[src/rtl/acri_pkg.sv]
// Shared types, constants and the write-sequence decoder for the ATA read command issue block.
// Used by ata_read_command_issue, acri_cache and acri_checker; depends on nothing else.
`timescale 1ns / 1ps

package acri_pkg;

  // default depth of the per-bus drive select cache
  localparam int unsigned CACHE_ENTRIES_DEF = 4;

  // task-file register offsets from the bus base port
  localparam logic [2:0] OFS_COUNT   = 3'd2;
  localparam logic [2:0] OFS_LBA_LO  = 3'd3;
  localparam logic [2:0] OFS_LBA_MID = 3'd4;
  localparam logic [2:0] OFS_LBA_HI  = 3'd5;
  localparam logic [2:0] OFS_SELECT  = 3'd6;
  localparam logic [2:0] OFS_CMD     = 3'd7;

  // drive select base bytes and command opcodes
  localparam logic [7:0] SEL_LBA48    = 8'hE0;
  localparam logic [7:0] SEL_LBA28    = 8'h40;
  localparam logic [7:0] CMD_READ_EXT = 8'h24;
  localparam logic [7:0] CMD_READ     = 8'h20;

  // result kinds
  typedef enum logic [1:0] {
    KIND_WRITE  = 2'd0,
    KIND_EMPTY  = 2'd1,
    KIND_REJECT = 2'd2
  } kind_e;

  // positions in the register write sequence; lba28 runs select, then count low onward
  typedef enum logic [3:0] {
    S_SELECT = 4'd0,
    S_CNT_HI = 4'd1,
    S_LBA_3  = 4'd2,
    S_LBA_4  = 4'd3,
    S_LBA_5  = 4'd4,
    S_CNT_LO = 4'd5,
    S_LBA_0  = 4'd6,
    S_LBA_1  = 4'd7,
    S_LBA_2  = 4'd8,
    S_CMD    = 4'd9
  } step_e;

  // lookup request to the select cache
  typedef struct packed {
    logic        start;
    logic [15:0] port;
    logic        dev;
    logic [7:0]  sel;
  } cache_req_t;

  // lookup answer from the select cache
  typedef struct packed {
    logic done;
    logic needed;
  } cache_rsp_t;

  // one register write word before the base port is added
  typedef struct packed {
    logic [2:0] ofs;
    logic [7:0] data;
    logic       last;
  } word_t;

  // register offset and byte for one sequence position
  function automatic word_t acri_word(logic mode, step_e step, logic [15:0] cnt,
                                     logic [47:0] lba, logic [7:0] sel);
    word_t w;
    w.ofs  = OFS_CMD;
    w.data = 8'h00;
    w.last = 1'b0;
    unique case (step)
      S_SELECT: begin w.ofs = OFS_SELECT;  w.data = sel;          end
      S_CNT_HI: begin w.ofs = OFS_COUNT;   w.data = cnt[15:8];    end
      S_LBA_3:  begin w.ofs = OFS_LBA_LO;  w.data = lba[31:24];   end
      S_LBA_4:  begin w.ofs = OFS_LBA_MID; w.data = lba[39:32];   end
      S_LBA_5:  begin w.ofs = OFS_LBA_HI;  w.data = lba[47:40];   end
      S_CNT_LO: begin w.ofs = OFS_COUNT;   w.data = cnt[7:0];     end
      S_LBA_0:  begin w.ofs = OFS_LBA_LO;  w.data = lba[7:0];     end
      S_LBA_1:  begin w.ofs = OFS_LBA_MID; w.data = lba[15:8];    end
      S_LBA_2:  begin w.ofs = OFS_LBA_HI;  w.data = lba[23:16];   end
      S_CMD: begin
        w.ofs  = OFS_CMD;
        w.data = mode ? CMD_READ_EXT : CMD_READ;
        w.last = 1'b1;
      end
      default: begin
        w.ofs  = OFS_CMD;
        w.data = 8'h00;
        w.last = 1'b1;
      end
    endcase
    return w;
  endfunction

endpackage

[src/rtl/acri_cache.sv]
// Per-bus drive select cache with a single shared compare unit scanning one entry per cycle.
// Depends on acri_pkg for the request and answer structs.
`timescale 1ns / 1ps

module acri_cache #(
  parameter int unsigned ENTRIES = acri_pkg::CACHE_ENTRIES_DEF
) (
  input  logic                   clk_i,
  input  logic                   rst_ni,
  input  acri_pkg::cache_req_t   req_i,
  output acri_pkg::cache_rsp_t   rsp_o
);
  import acri_pkg::*;

  localparam int unsigned CntW = $clog2(ENTRIES + 1);
  localparam int unsigned IdxW = (ENTRIES > 1) ? $clog2(ENTRIES) : 1;

  logic [15:0]     port_q [ENTRIES];
  logic            dev_q  [ENTRIES];
  logic [7:0]      sel_q  [ENTRIES];

  logic [CntW-1:0] fill_q, fill_d;
  logic [CntW-1:0] idx_q, idx_d;
  logic            busy_q, busy_d;
  logic [15:0]     rport_q;
  logic            rdev_q;
  logic [7:0]      rsel_q;

  logic            wr_en;
  logic [IdxW-1:0] wr_idx;
  logic            hit;
  logic [IdxW-1:0] rd_idx;

  assign rd_idx = idx_q[IdxW-1:0];
  assign hit    = (port_q[rd_idx] == rport_q);

  // scan step: end of filled entries, a match, or move on
  always_comb begin
    fill_d       = fill_q;
    idx_d        = idx_q;
    busy_d       = busy_q;
    wr_en        = 1'b0;
    wr_idx       = rd_idx;
    rsp_o.done   = 1'b0;
    rsp_o.needed = 1'b0;
    if (req_i.start) begin
      busy_d = 1'b1;
      idx_d  = '0;
    end else if (busy_q) begin
      if (idx_q == fill_q) begin
        rsp_o.done   = 1'b1;
        rsp_o.needed = 1'b1;
        busy_d       = 1'b0;
        if (fill_q != CntW'(ENTRIES)) begin
          wr_en  = 1'b1;
          wr_idx = fill_q[IdxW-1:0];
          fill_d = fill_q + 1'b1;
        end
      end else if (hit) begin
        rsp_o.done   = 1'b1;
        rsp_o.needed = !((dev_q[rd_idx] == rdev_q) && (sel_q[rd_idx] == rsel_q));
        busy_d       = 1'b0;
        wr_en        = rsp_o.needed;
      end else begin
        idx_d = idx_q + 1'b1;
      end
    end
  end

  // control state
  always_ff @(posedge clk_i or negedge rst_ni) begin
    if (!rst_ni) begin
      fill_q <= '0;
      idx_q  <= '0;
      busy_q <= 1'b0;
    end else begin
      fill_q <= fill_d;
      idx_q  <= idx_d;
      busy_q <= busy_d;
    end
  end

  // request capture and entry storage
  always_ff @(posedge clk_i) begin
    if (req_i.start) begin
      rport_q <= req_i.port;
      rdev_q  <= req_i.dev;
      rsel_q  <= req_i.sel;
    end
    if (wr_en) begin
      port_q[wr_idx] <= rport_q;
      dev_q[wr_idx]  <= rdev_q;
      sel_q[wr_idx]  <= rsel_q;
    end
  end

endmodule

[src/rtl/ata_read_command_issue.sv]
// Top level of the ATA PIO read command issue block (LBA28 / LBA48).
// Depends on acri_pkg and acri_cache.
`timescale 1ns / 1ps

// Each accepted request is handled alone; the input is stalled until its last
// word has been loaded into the output register. A request with a zero or
// oversized count gives one word, loaded from the emit state once the output
// register is free. A normal request first scans the drive select cache, one
// entry per cycle through a single compare unit, then issues its register
// writes one per cycle while the output is not stalled: up to 10 words in
// 48-bit mode, up to 6 in 28-bit mode, the drive select write only when the
// cache misses or shows a change. The mode register must only be written
// while no request is in flight.

module ata_read_command_issue #(
  parameter int unsigned CACHE_ENTRIES = acri_pkg::CACHE_ENTRIES_DEF
) (
  input  logic                clk_i,
  input  logic                rst_ni,
  // configuration
  input  logic                cfg_we_i,
  input  logic                cfg_data_i,
  // request channel
  input  logic                in_valid_i,
  output logic                in_stall_o,
  input  logic [15:0]         bus_port_i,
  input  logic                device_select_i,
  input  logic [47:0]         block_address_i,
  input  logic [16:0]         sector_count_i,
  // result channel
  output logic                out_valid_o,
  input  logic                out_stall_i,
  output acri_pkg::kind_e     kind_o,
  output logic [15:0]         port_addr_o,
  output logic [7:0]          write_data_o,
  output logic                last_o
);
  import acri_pkg::*;

  typedef enum logic [2:0] {
    ST_IDLE   = 3'b001,
    ST_LOOKUP = 3'b010,
    ST_EMIT   = 3'b100
  } state_e;

  state_e      state_q, state_d;
  step_e       step_q, step_d;
  kind_e       spec_q, spec_d;
  logic        mode_q;
  logic [15:0] port_q;
  logic        dev_q;
  logic [47:0] lba_q;
  logic [15:0] cnt_q;

  logic        out_valid_q, out_valid_d;
  kind_e       kind_q, kind_d;
  logic [15:0] paddr_q, paddr_d;
  logic [7:0]  wdata_q, wdata_d;
  logic        last_q, last_d;

  logic        accept;
  logic        is_zero;
  logic        too_big;
  logic [7:0]  sel;
  logic        slot_free;
  word_t       word;
  step_e       step_next;
  cache_req_t  creq;
  cache_rsp_t  crsp;

  assign accept     = in_valid_i && (state_q == ST_IDLE);
  assign in_stall_o = (state_q != ST_IDLE);

  // count checks against the mode limit
  assign is_zero = (sector_count_i == 17'd0);
  assign too_big = mode_q ? (sector_count_i[16] && (|sector_count_i[15:0]))
                          : ((|sector_count_i[16:9]) ||
                             (sector_count_i[8] && (|sector_count_i[7:0])));

  // drive select byte for the latched device
  assign sel = (mode_q ? SEL_LBA48 : SEL_LBA28) | {3'b000, dev_q, 4'b0000};

  // cache lookup request
  assign creq.start = accept && !is_zero && !too_big;
  assign creq.port  = bus_port_i;
  assign creq.dev   = device_select_i;
  assign creq.sel   = (mode_q ? SEL_LBA48 : SEL_LBA28) | {3'b000, device_select_i, 4'b0000};

  acri_cache #(
    .ENTRIES (CACHE_ENTRIES)
  ) u_cache (
    .clk_i  (clk_i),
    .rst_ni (rst_ni),
    .req_i  (creq),
    .rsp_o  (crsp)
  );

  // current word and the position after it
  assign word      = acri_word(mode_q, step_q, cnt_q, lba_q, sel);
  assign step_next = (step_q == S_SELECT) ? (mode_q ? S_CNT_HI : S_CNT_LO)
                                          : step_e'(step_q + 4'd1);
  assign slot_free = !out_valid_q || !out_stall_i;

  // sequencer and output register
  always_comb begin
    state_d     = state_q;
    step_d      = step_q;
    spec_d      = spec_q;
    out_valid_d = out_valid_q && out_stall_i;
    kind_d      = kind_q;
    paddr_d     = paddr_q;
    wdata_d     = wdata_q;
    last_d      = last_q;
    unique case (state_q)
      ST_IDLE: begin
        if (accept) begin
          if (is_zero) begin
            spec_d  = KIND_EMPTY;
            state_d = ST_EMIT;
          end else if (too_big) begin
            spec_d  = KIND_REJECT;
            state_d = ST_EMIT;
          end else begin
            spec_d  = KIND_WRITE;
            state_d = ST_LOOKUP;
          end
        end
      end
      ST_LOOKUP: begin
        if (crsp.done) begin
          step_d  = crsp.needed ? S_SELECT : (mode_q ? S_CNT_HI : S_CNT_LO);
          state_d = ST_EMIT;
        end
      end
      ST_EMIT: begin
        if (slot_free) begin
          out_valid_d = 1'b1;
          if (spec_q != KIND_WRITE) begin
            kind_d  = spec_q;
            paddr_d = 16'h0000;
            wdata_d = 8'h00;
            last_d  = 1'b1;
            state_d = ST_IDLE;
          end else begin
            kind_d  = KIND_WRITE;
            paddr_d = port_q + {13'd0, word.ofs};
            wdata_d = word.data;
            last_d  = word.last;
            step_d  = step_next;
            if (word.last) begin
              state_d = ST_IDLE;
            end
          end
        end
      end
      default: state_d = ST_IDLE;
    endcase
  end

  // control state
  always_ff @(posedge clk_i or negedge rst_ni) begin
    if (!rst_ni) begin
      state_q     <= ST_IDLE;
      step_q      <= S_SELECT;
      spec_q      <= KIND_WRITE;
      mode_q      <= 1'b0;
      out_valid_q <= 1'b0;
    end else begin
      state_q     <= state_d;
      step_q      <= step_d;
      spec_q      <= spec_d;
      out_valid_q <= out_valid_d;
      if (cfg_we_i) begin
        mode_q <= cfg_data_i;
      end
    end
  end

  // request capture and output payload
  always_ff @(posedge clk_i) begin
    if (accept) begin
      port_q <= bus_port_i;
      dev_q  <= device_select_i;
      lba_q  <= block_address_i;
      cnt_q  <= sector_count_i[15:0];
    end
    kind_q  <= kind_d;
    paddr_q <= paddr_d;
    wdata_q <= wdata_d;
    last_q  <= last_d;
  end

  assign out_valid_o  = out_valid_q;
  assign kind_o       = kind_q;
  assign port_addr_o  = paddr_q;
  assign write_data_o = wdata_q;
  assign last_o       = last_q;

endmodule

[config.mk]
export PLATFORM = sky130hd
export DESIGN_NAME = ata_read_command_issue
export DESIGN_NICKNAME = d
export VERILOG_FILES = /design/src/rtl/acri_pkg.sv /design/src/rtl/acri_cache.sv /design/src/rtl/ata_read_command_issue.sv
export SDC_FILE = /design/constraint.sdc
export NUM_CORES = 1
export LEC_CHECK = 0
export BUFFER_PORTS_ARGS = -buffer_cell sky130_fd_sc_hd__buf_2
export CAP_MARGIN = 20
export CORE_UTILIZATION = 35
export DETAILED_ROUTE_END_ITERATION = 12
export REMOVE_ABC_BUFFERS = 1
export SKIP_CTS_REPAIR_TIMING = 1
export SLEW_MARGIN = 20
export SYNTH_ARGS = -nofsm -noshare
export SYNTH_HDL_FRONTEND = slang
export SYNTH_SLANG_ARGS = --single-unit
export TNS_END_PERCENT = 50
[constraint.sdc]
create_clock -name clk_i -period 3.9 [get_ports clk_i]
set_input_delay 0.39 -clock clk_i [delete_from_list [all_inputs] [get_ports clk_i]]
set_output_delay 0.39 -clock clk_i [all_outputs]
set_load 0.03 [all_outputs]
# Word level (Yosys, flattened, before mapping)
# Memories as Yosys holds them, arrays and structs flattened.
# Cells that the tools add are included.
totals:
  regBits: 151
  ramBits: 100
  in_bits: 88
  n_memories: 3
memory_table:
  columns: ["name", "depth", "width", "read_ports", "rd_ports_with_merged_regs", "wr", "line", "text"]
  rows:
  - ["u_cache.port_q", 4, 16, 1, 0, 1, "acri_cache.sv:18", "logic [15:0] port_q [ENTRIES];"]
  - ["u_cache.sel_q", 4, 8, 1, 0, 1, "acri_cache.sv:20", "logic [7:0] sel_q [ENTRIES];"]
  - ["u_cache.dev_q", 4, 1, 1, 0, 1, "acri_cache.sv:19", "logic dev_q [ENTRIES];"]
op_classes:
  addsub: 4
  n_eq_ne: 25
  n_mux: 47
  bitwise: 3
  n_reduce_logical: 29
op_table:
  columns: ["operator", "count"]
  rows:
  - ["$pmux W11 S10", 1]
  - ["$mux W3", 14]
  - ["$mux W2", 10]
  - ["$logic_not A17 Y1", 1]
  - ["$add A16 B3 Y16", 1]
  - ["$eq A16 B16 Y1", 1]
  - ["$eq A4 B3 Y1 const B", 4]
  - ["$mux W4", 4]
  - ["$or A8 B5 Y8", 2]
  - ["$reduce_or A16 Y1", 1]
  - ["$reduce_or A8 Y1", 2]
  - ["$mux W1", 15]
  - ["$ne A2 B2 Y1 const B", 6]
  - ["$reduce_and A4 Y1", 3]
  - ["$pmux W3 S3", 1]
  - ["$reduce_or A9 Y1", 1]
  - ["$eq A4 B2 Y1 const B", 2]
  - ["$eq A4 B4 Y1 const B", 2]
  - ["$eq A8 B8 Y1", 1]
  - ["$mux W8", 1]
  - ["$pmux W4 S2", 1]
  - ["$logic_and A1 B1 Y1", 7]
  - ["$add A3 B1 Y3 const B", 2]
  - ["$ne A3 B3 Y1 const B", 2]
  - ["15 further kinds", 23]

# Depth between registers and ports, before layout
# Gate-level depths: netlist of the first run.
# An unclocked memory read counts as a cell.
depth:
  depth_word: 11
  ltp_mapped: 15
  depth_no_buf: 13

# By module
# A second synthesis of the first run with hierarchy kept.
hier_totals:
  cells_unflattened: 595
  area_unflattened_um2: 10123.5
modules_own_cells:
  columns: ["module", "instances", "cells_each", "area_each_um2", "seq_area_each_um2"]
  rows:
  - ["acri_cache", 1, 239, 5111.2, 3928.8]
  - ["ata_read_command_issue", 1, 356, 5012.3, 3519.6]

# Least setup slack after synthesis of the first run
# Ideal clock, no wire load.
synth_path:
  path_type: "reg2reg"
  from: "register state_q[2]"
  to: "memory u_cache.port_q[0][0], enable pin"
  setup_time_ns: 0.390
  arrival_ns: 3.545
  setup_slack_ns: -0.035
  path_stages_with_launch: 8
  path_buffers: 0
  period_less_slack_ns: 3.935
  path_cell_list: "dfrtp_1 nor2_1 nand3_1 inv_1 o21ai_0 nand2_1 or4_4 nor3_2"
synth_between:
  elab_chain_cells: 7
  word_cells_on_any_way: 8
  cone_classes: "eq/ne (1); mux (4); reduce/logical (3)"
synth_lines:
  columns: ["item", "line", "text"]
  rows:
  - ["from (decl)", "ata_read_command_issue.sv:46", "state_e state_q, state_d;"]
  - ["from (signal assigned)", "ata_read_command_issue.sv:169", "state_q <= state_d;"]
  - ["$eq A3 B1 Y1 (*)", "ata_read_command_issue.sv:71", "assign accept = in_valid_i && (state_q == ST_IDLE);"]
  - ["$logic_and A1 B1 Y1 (*)", "ata_read_command_issue.sv:71", null]
  - ["named net accept", "ata_read_command_issue.sv:61", "logic accept;"]
  - ["$logic_and A1 B1 Y1 (*) (2 in a row)", "ata_read_command_issue.sv:84", "assign creq.start = accept && !is_zero && !too_big;"]
  - ["$mux W1", "acri_cache.sv:46", "if (req_i.start) begin"]
  - ["$mux W1", "acri_cache.sv:90", "if (wr_en) begin"]
  - ["$mux W1 (implied by the code)", "acri_cache.sv:91", "port_q[wr_idx] <= rport_q;"]
  - ["to (decl)", "acri_cache.sv:18", null]
# The timed path passes the listed nets; every way through them passes the cells marked *.

# Worst setup path after layout of the first run
layout_path:
  from: "register step_q[0]"
  to: "register paddr_q[15], in the netlist port_addr_o[15] (data pin)"
layout_between:
  elab_chain_cells: 3
  word_cells_on_any_way: 12
  cone_classes: "add/sub (1); eq/ne (9); mux (1); reduce/logical (1)"
layout_lines:
  columns: ["item", "line", "text"]
  rows:
  - ["from (decl)", "ata_read_command_issue.sv:47", "step_e step_q, step_d;"]
  - ["from (signal assigned)", "ata_read_command_issue.sv:170", "step_q <= step_d;"]
  - ["$eq A4 B4 Y1 (tied with other cells)", "acri_pkg.sv:73", "unique case (step)"]
  - ["$pmux W11 S10 (*)", "acri_pkg.sv:73", null]
  - ["$add A16 B3 Y16 (*)", "ata_read_command_issue.sv:146", "paddr_d = port_q + {13'd0, word.ofs};"]
  - ["to (signal assigned)", "ata_read_command_issue.sv:188", "paddr_q <= paddr_d;"]
  - ["to (decl)", "ata_read_command_issue.sv:57", "logic [15:0] paddr_q, paddr_d;"]
# Every way passes the cells marked *; elsewhere a longest branch is shown, timed or not.
# A chain may end at the register's enable or synchronous reset.

==> impl_metrics.tcl, run 1 <==
set metrics [dict create \
    yosys_register_bits 216 \
    clock_latency_ps 500 \
    layout_common_cells "198 x edfxtp_1, 116 x buf_2, 38 x nor2_1" \
    p_clk_frac 0.318 \
    crit_slowest_cell "nor4bb_1" \
    synth_top_family_by_area "simple AND/OR/NAND/NOR gates" \
    netlist-cell-type-count 55 \
    finalSetupTns_ps 0 \
    yosys_warnings 0 \
    finalNetCount 775 \
    drive_gt1_frac 0.303 \
    synth-xor-area-share 0.0362 \
    grt_max_degree 84 \
    rows 57 \
    wire_per_inst_um 18.4 \
    synth_edf_count 198 \
    maxSlewHeadroom 0.296 \
    cts_tree "yes" \
    grt_pass1_wl_um 29500 \
    path_clk_slew_ps 60 \
    synth_top_area_share 0.682 \
    powerDensity_nw_per_um2 728 \
    r2r_cells 12 \
    min_period_ps 3450 \
    hold_viol_final 0 \
    worst_hold_slack_ps 55.9 \
    synth_area_per_cell_sq_um 16.3 \
    cts-htree-levels 1 \
    crit_required_ps 4140 \
    synth_compound_area_frac 0.0681 \
    place_area_sq_um 9820 \
    routed_via_density 4.97 \
    synthMuxAreaShare 0.0513 \
    ant_nets 0 \
    tightest_slew_ps 1060 \
    gp_congestion 0.810 \
    die_height_um 160 \
    dpl.hpwl_um 13200 \
    reg2reg_slack_ps 450 \
    seq_area_frac_synth 0.734 \
    period_share 0.885 \
    met3_usage 0.0332 \
    p_leak_uw 0.00386 \
    setup_viol 0 \
    num_vias 5055 \
    drc 0 \
    syn2layout_area_growth_pct 22.8 \
    skew_ps 20.2 \
    critPathLaunch "step_q[0]" \
    stdcell_area_sq_um 10700 \
    initial_core_util 0.357 \
    whs_endpoint "lba_q[30]" \
    drv_slew 0 \
    track_usage 0.148 \
    r2r_start "step_q[0]" \
    synth_largest_area_cell "edfxtp_1" \
    cts_buffer_depth 3 \
    io-pin-count 117 \
    async_reset_ff_frac 0.0833 \
    hold_class "primary input to flip-flop" \
    chipWidth_um 160 \
    firstDrtPassIters 4 \
    maxCapViolCount 0 \
    arrival_ps 3690 \
    path_common_cell "ha_1" \
    rr_endpoint "port_addr_o[15]" \
    n_fill_cell 2175 \
    startpoint_type "flip-flop" \
    end_kind "flip-flop" \
    p_sw_frac 0.301 \
    switchingPower_uw 2350 \
    antenna_found_initial 0 \
    fmax_mhz 290 \
    netlist_area_sq_um 8710 \
    worstPathCellList "inv_1 > ha_1 > nor2b_1 > a22oi_1 > or2_2 > ha_1 > a21o_1 > a21oi_1 > nor4bb_1 > nand3_1 > xor2_1 > nor2_1" \
    rsz0062_at_grt "false" \
    met2_usage 0.246 \
    final_common_cell "edfxtp_1" \
    core_sq_um 24400 \
    synth_simple_gate_area_share 0.0750 \
    synth.area.top_cells "edfxtp_1 68%, dfrtp_1 4.9%, mux4_2 4.7%, xnor2_1 2.8%, nor2_1 1.6%" \
    crit_type "flip-flop to flip-flop" \
    netlist_instances 534 \
    p_int_uw 5440 \
    min_from "block_address_i[30]" \
    synth_top_flop_cell "edfxtp_1" \
    status "finished clean" \
    cts_sinks 216 \
    slowest_delay_ps 510 \
    combPwrFrac 0.270 \
    vdd_drop_max_uv 390 \
    io_buffer_count 116 \
    cts.root.buffer_cell "clkbuf_16" \
    cp_max_fo 12 \
    grt_pass1_vias 5411 \
    cpLargestDelayFamily "simple AND/OR/NAND/NOR gates" \
    grt-ovfl-total 0 \
    pwr-share-seq 0.412 \
    met1_usage 0.198 \
    drtIter0Drc 331 \
    post-route-util 0.439 \
    cts_made_buffers 23 \
    crit_buf_inv 1 \
    die_area_sq_um 25500 \
    holdPathStages 1 \
    top_usage_layer "met2" \
    synth_fa_ha_area_frac 0.0167 \
    drt-total-wl_um 18700 \
]
## worst max-delay path by stage
stage | endpoint | slack (ps) | depth (start not counted)
after CTS | u_cache.port_q[2][7] | 400 | 9
after global placement | port_addr_o[15] | 490 | 12
after floorplan | u_cache.port_q[0][0] | -220 | 7
final | port_addr_o[15] | 450 | 12
after global routing | u_cache.port_q[2][7] | 250 | 9
after detailed placement | u_cache.port_q[2][6] | 440 | 10
## synth_stat cells, types with 5 or more instances
cell / count
xor2_1: 8
nand2_1: 29
nand3_1: 7
o21ai_0: 14
a222oi_1: 8
mux4_2: 18
clkbuf_1: 17
xnor2_1: 28
a22oi_1: 14
edfxtp_1: 198
dfrtp_1: 17
inv_1: 16
nor2_1: 38
and3_1: 5
a21oi_1: 20
ha_1: 10
nand4_1: 7
nor2b_1: 6
a311oi_1: 7
## cell type report
cell class,instances,area [sq um],area share
antenna,1,2.50,0.000234
clock buffer,24,579,0.0541
clock inverter,17,290,0.0271
inverter,16,60.1,0.00561
multi-input combinational,279,2160,0.202
sequential,216,6400,0.598
tap,324,405,0.0379
timing repair buffer,140,801,0.0748
## through the flow
stage               setup slack (ps)  instances  total power (uW)
floorplan                       -224        511              4690
global placement                 490        974              5320
detailed placement               439        974              5380
CTS                              395       1015              7880
global route                     255       1016              8200
finish                           449       1017              7790
## cell families (layout without fill, tap and decap cells)
family                   after synthesis  after routing
flip-flops                           216            216
AND/OR/NAND/NOR                      125            125
AO/OA/AOI/OAI                         85             85
buffers and inverters                 39            197
XOR/XNOR                              36             36
multiplexers                          22             22
adder cells (fa/ha/maj)               11             11
other                                  0              1
## power groups by stage
stage	sequential, uW	combinational (uW)	clock [uW]
after floorplan	3410	1270	0
final	3210	2100	2480
after detailed placement	3260	2130	0
after global routing	3250	2330	2620
after global placement	3240	2070	0
after CTS	3210	2140	2530
## sequential cells by signal (all words and copies together) (netlist names), 3 cells and up
register	count
u_cache.port_q	64
u_cache.idx_q	3
lba_q	48
u_cache.sel_q	8
u_cache.fill_q	3
u_cache.rport_q	16
step_q	4
port_q	16
cnt_q	16
write_data_o	8
state_q	3
port_addr_o	16
## metal layers
metal / wire [um] / part of all wire / up-vias
li1: - / - / 2363
met1: 8300 / 0.44 / 2516
met2: 8930 / 0.48 / 151
met3: 1190 / 0.064 / 25
met4: 321 / 0.017 / 0
met5: 0 / 0 / -
(Power assumes the default switching activity.)
==> run 2, diff against run 1 <==
ABC_AREA = 1   (was default)
SLEW_MARGIN = 15   (was 20)
==> run 2 against run 1 <==
Clock-buffer cell count up 6; sequential power down 2%; first-iteration DRC count rose by 15%; setup slack lost 220 ps; combinational power barely moved; register-to-register slack worse by 220 ps; critical path depth rose by 11; critical path type unchanged; critical endpoint is now port_addr_o[14]; largest power group unchanged.
==> impl_metrics.tcl, run 2 <==
set metrics [dict create \
    hold_viol_final 0 \
    drt-total-wl_um 20500 \
    antennaDiodeCount 0 \
    ant_nets 0 \
    netlist_instances 746 \
    synth_top_area_share 0.667 \
    synth.area.top_cells "edfxtp_1 67%, nand2_1 9.5%, dfrtp_1 4.8%, nand3_1 3.0%, nor2_1 2.6%" \
    io-pin-count 117 \
    path_common_cell "nor2_1" \
    synth_most_common_cell "nand2_1" \
    grt-ovfl-total 0 \
    grt_max_degree 84 \
    reg2reg_slack_ps 230 \
    yosys_register_bits 216 \
    cts_buffer_depth 3 \
    synth_compound_area_frac 0.0445 \
    synth-xor-area-share 0.00983 \
    fmax_mhz 272 \
    place_ws_ps 98.4 \
    synth_simple_gate_area_share 0.181 \
    skew_ps 7.50 \
    synth_top_flop_cell "edfxtp_1" \
    chipWidth_um 162 \
    finalNetCount 986 \
    timing.final.ws_setup_ps 230 \
    top_regs "u_cache.port_q: 64 flops, lba_q: 48 flops" \
    grt_pass1_wl_um 31900 \
    largest_reg_flops 64 \
    powerDensity_nw_per_um2 687 \
    cts_sinks 216 \
    crit_required_ps 4150 \
    arrival_ps 3920 \
    cpLargestDelayFamily "simple AND/OR/NAND/NOR gates" \
    setup_viol 0 \
    netlist_area_sq_um 8910 \
    dpl.hpwl_um 13900 \
    seq_area_frac_synth 0.718 \
    layout_common_cells "226 x nand2_1, 198 x edfxtp_1, 116 x buf_2" \
    hold_class "primary input to flip-flop" \
    final_common_cell "nand2_1" \
    top_register "u_cache.port_q" \
    crit_buf_inv 4 \
    syn2layout_area_growth_pct 20.0 \
    clock_latency_ps 500 \
    grt_pass1_vias 5829 \
    cts-htree-levels 1 \
    yosys_warnings 0 \
    power_uw 7350 \
    synth_top_family_by_area "simple AND/OR/NAND/NOR gates" \
    wire_per_inst_um 16.6 \
    maxCapViolCount 0 \
    initial_core_util 0.355 \
    core_sq_um 25100 \
    num_vias 5914 \
    tightest_slew_ps 1080 \
    vdd_drop_max_uv 387 \
    period_share 0.941 \
    post-route-util 0.426 \
    maxSlewHeadroom 0.283 \
    io_buffer_count 116 \
    track_usage 0.159 \
    routed_via_density 4.80 \
    status "finished clean" \
    drtIter0Drc 382 \
    min_period_ps 3670 \
    die_height_um 162 \
    crit_type "flip-flop to flip-flop" \
    drv_slew 0 \
    synthMuxAreaShare 0.00126 \
    path_clk_slew_ps 60 \
    die_area_sq_um 26100 \
    worstPathCellList "inv_1 > ha_1 > inv_2 > nor3_4 > nor4_2 > inv_1 > nor2_1 > nand2_1 > o211ai_1 > ha_2 > fa_1 > nand2_1 > inv_1 > o21ai_0 > nor2_1 > nand4_1 > nor2_1 > nand2_1 > nor2_1 > nand3_1 > nor2_1 > o21ai_0 > a21oi_1" \
    antenna_found_initial 0 \
    async_reset_ff_frac 0.0833 \
    startpoint_type "flip-flop" \
    firstDrtPassIters 5 \
    crit_slowest_cell "dfrtp_2" \
    synthTopCellsByCount "226 x nand2_1, 198 x edfxtp_1, 61 x nor2_1" \
    end_kind "flip-flop" \
    cts_made_buffers 23 \
    cts.root.buffer_cell "clkbuf_16" \
    drc 0 \
    netlist-cell-type-count 39 \
    rows 58 \
    finalSetupTns_ps 0 \
    p_leak_uw 0.00419 \
    cts_tree "yes" \
    drive_gt1_frac 0.200 \
    synth_edf_count 198 \
    cp_max_fo 10 \
    gp_congestion 0.843 \
    synth_largest_area_cell "edfxtp_1" \
    synth_fa_ha_area_frac 0.0163 \
    slowest_delay_ps 440 \
    synth_area_per_cell_sq_um 11.9 \
]
-- run 2: cell families (layout without fill, tap and decap cells) --
kind of cell	count (synthesis)	in the layout
buffers and inverters	63	220
multiplexers	1	1
adder cells (fa/ha/maj)	11	11
flip-flops	216	216
AO/OA/AOI/OAI	64	64
AND/OR/NAND/NOR	381	381
XOR/XNOR	10	10
-- run 2: cell type report --
| class | count | area (sq um) |
|---|---|---|
| multi-input cells | 467 | 2290 |
| fillers | 2421 | 14400 |
| clock inverters | 11 | 105 |
| repair buffers | 133 | 711 |
| flip-flops and latches | 216 | 6400 |
| well taps | 330 | 413 |
| inverters | 46 | 173 |
| clock buffers | 30 | 602 |
-- run 2: power by group --
group	internal, uW	switching [uW]	leakage [uW]	total [uW]
Clock	1220	852	0.000340	2070
Combinational	661	1460	0.00182	2120
Sequential	2980	174	0.00203	3160
-- run 2: per-stage QoR --
step	hold slack (ps)	instance area [sq um]	cells
floorplan	94.4	8820	729
global placement	366	9950	1190
detailed placement	370	9950	1190
CTS	-165	10700	1231
global route	39.5	10700	1233
finish	59.6	10700	1233
-- run 2: worst reg2reg max path, delay by kind of cell (launching register included) --
kind                       cells  cell delay (ps)
adders and majority gates      3              750
buffers and inverters          4              310
and+or+nand+nor               12             1330
AOI/OAI and AO/OA              4              600
DFF                            1              440
-- run 2: worst paths after layout --
path | cells past startpoint | startpoint | to
worst max-delay path | 23 | step_q[0] | port_addr_o[14]
worst min register to register | 0 | mode_q | u_cache.rsel_q[5]
min in group asynchronous | 2 | rst_ni | spec_q[0]
worst min-delay path | 1 | block_address_i[7] | lba_q[7]
max in group asynchronous | 2 | rst_ni | step_q[0]
worst max register to register | 23 | step_q[0] | port_addr_o[14]
-- run 2: layer usage --
| layer | routed length (um) | global-route usage |
|---|---|---|
| met5 | 0 | 0 |
| met4 | 389 | 0.0403 |
| met3 | 1190 | 0.0316 |
| met2 | 9650 | 0.271 |
| met1 | 9230 | 0.208 |
==> run 3, diff against run 2 <==
BUFFER_PORTS_ARGS = default   (was -buffer_cell sky130_fd_sc_hd__buf_2)
DONT_BUFFER_PORTS = 1   (was default)
==> run 3 against run 2 <==
Critical path depth is 1 lower; via count is 0.91% lower; fmax is 3.9% higher; critical path type unchanged.
==> impl_metrics.tcl, run 3 (same netlist as run 2, synthesis figures left out) <==
set metrics [dict create \
    status "finished clean" \
    drtIter0Drc 414 \
    cts_tree "yes" \
    finalNetCount 956 \
    r2r_cells 22 \
    worstPathCellList "ha_1 > inv_1 > nor2_1 > nor4_2 > inv_1 > nor2_1 > nand2_1 > o211ai_1 > ha_2 > fa_1 > nand2_1 > inv_1 > o21ai_0 > nor2_1 > nand4_1 > nor2_1 > nand2_1 > nor2_2 > nand3_1 > nor2_2 > o21ai_0 > a21oi_1" \
    drt-total-wl_um 20900 \
    cts_sinks 216 \
    cts_made_buffers 24 \
    crit_required_ps 4270 \
    grt_pass1_vias 5389 \
    reg2reg_slack_ps 370 \
    die_area_sq_um 26100 \
    top_regs "u_cache.port_q: 64 flops, lba_q: 48 flops" \
    p_leak_uw 0.00414 \
    gp_congestion 0.807 \
    rr_endpoint "port_addr_o[14]" \
    period_share 0.905 \
    r2r_start "step_q[0]" \
    core_sq_um 25100 \
    cts-htree-levels 1 \
    chipWidth_um 162 \
    routed_via_density 4.86 \
    clock_latency_ps 520 \
    grt_pass1_wl_um 30300 \
    end_kind "flip-flop" \
    path_clk_slew_ps 60 \
    syn2layout_area_growth_pct 24.4 \
    antenna_found_initial 0 \
    post-route-util 0.441 \
    min_period_ps 3530 \
    dp.cells 1077 \
    tightest_slew_ps 1080 \
    crit_buf_inv 3 \
    grt-ovfl-total 0 \
    hold_class "primary input to flip-flop" \
    grt_max_degree 84 \
    dpl.hpwl_um 13300 \
    io-pin-count 117 \
    initial_core_util 0.355 \
    crit_type "flip-flop to flip-flop" \
    firstDrtPassIters 5 \
    largest_reg_flops 64 \
    cp_max_fo 6 \
    min_from "cfg_we_i" \
    final_common_cell "nand2_1" \
    layout_common_cells "226 x nand2_1, 198 x edfxtp_1, 82 x dlygate4sd3_1" \
    ant_nets 0 \
    rows 58 \
    fin_cells 1205 \
    path_common_cell "nor2_1" \
    drc 0 \
    maxSlewHeadroom 0.277 \
    whs_endpoint "mode_q" \
    drive_gt1_frac 0.0880 \
    crit_slowest_cell "dfrtp_2" \
    setup_viol 0 \
    cts_buffer_depth 3 \
    fmax_mhz 283 \
    holdPathStages 1 \
    track_usage 0.152 \
    vdd_drop_max_uv 438 \
    die_height_um 162 \
    skew_ps 14.9 \
    io_buffer_count 0 \
    antennaDiodeCount 0 \
    drv_slew 0 \
    arrival_ps 3900 \
    cts.root.buffer_cell "clkbuf_16" \
    n_fill_cell 2299 \
    powerDensity_nw_per_um2 684 \
    startpoint_type "flip-flop" \
    top_register "u_cache.port_q" \
    maxCapViolCount 0 \
    hold_viol_final 0 \
    cpLargestDelayFamily "simple AND/OR/NAND/NOR gates" \
    num_vias 5860 \
    wire_per_inst_um 17.4 \
    critPathLaunch "step_q[0]" \
    slowest_delay_ps 440 \
]
==> run 3: worst max-delay path by stage <==
stage	end	slack [ps]	cells after the start
CTS	port_addr_o[14]	70	23
global route	port_addr_o[14]	-50	22
detailed placement	port_addr_o[14]	80	23
finish	port_addr_o[14]	370	22
global placement	port_addr_o[14]	170	23
floorplan	u_cache.port_q[0][0]	-1480	11
==> run 3: final cells by class <==
type,count,area [sq um],share of cell area
tap,330,413,0.0373
inverter,46,173,0.0156
timing repair buffer,102,971,0.0876
clock inverter,7,120,0.0108
multi-input combinational,467,2310,0.208
clock buffer,37,701,0.0632
sequential,216,6400,0.577
==> run 3: stage by stage <==
| stage | setup TNS (ps) | setup slack, ps | instance area, sq um | power, uW | hold slack (ps) |
|---|---|---|---|---|---|
| 2_1_floorplan | -135030 | -1480 | 8820 | 4600 | 94.4 |
| 5_1_grt | -73.3 | -52.6 | 11100 | 8010 | 23.0 |
| 4_1_cts | 0 | 70.5 | 10200 | 7530 | -451 |
| 3_5_place_dp | 0 | 77.8 | 9390 | 5190 | 94.8 |
| 3_3_place_gp | 0 | 174 | 9390 | 5160 | 94.8 |
| 6_report | 0 | 369 | 11100 | 7580 | 5.57 |
==> run 3: power by group <==
part           total, uW  internal, uW  switching, uW
clock network       2340          1440            897
logic               1940           634           1310
registers           3300          2990            311
==> run 3: layer usage <==
| layer | share of wire | track usage |
|---|---|---|
| met2 | 0.49 | 0.250 |
| met4 | 0.017 | 0.0412 |
| met1 | 0.42 | 0.192 |
| met3 | 0.065 | 0.0498 |
| met5 | 0 | 0 |
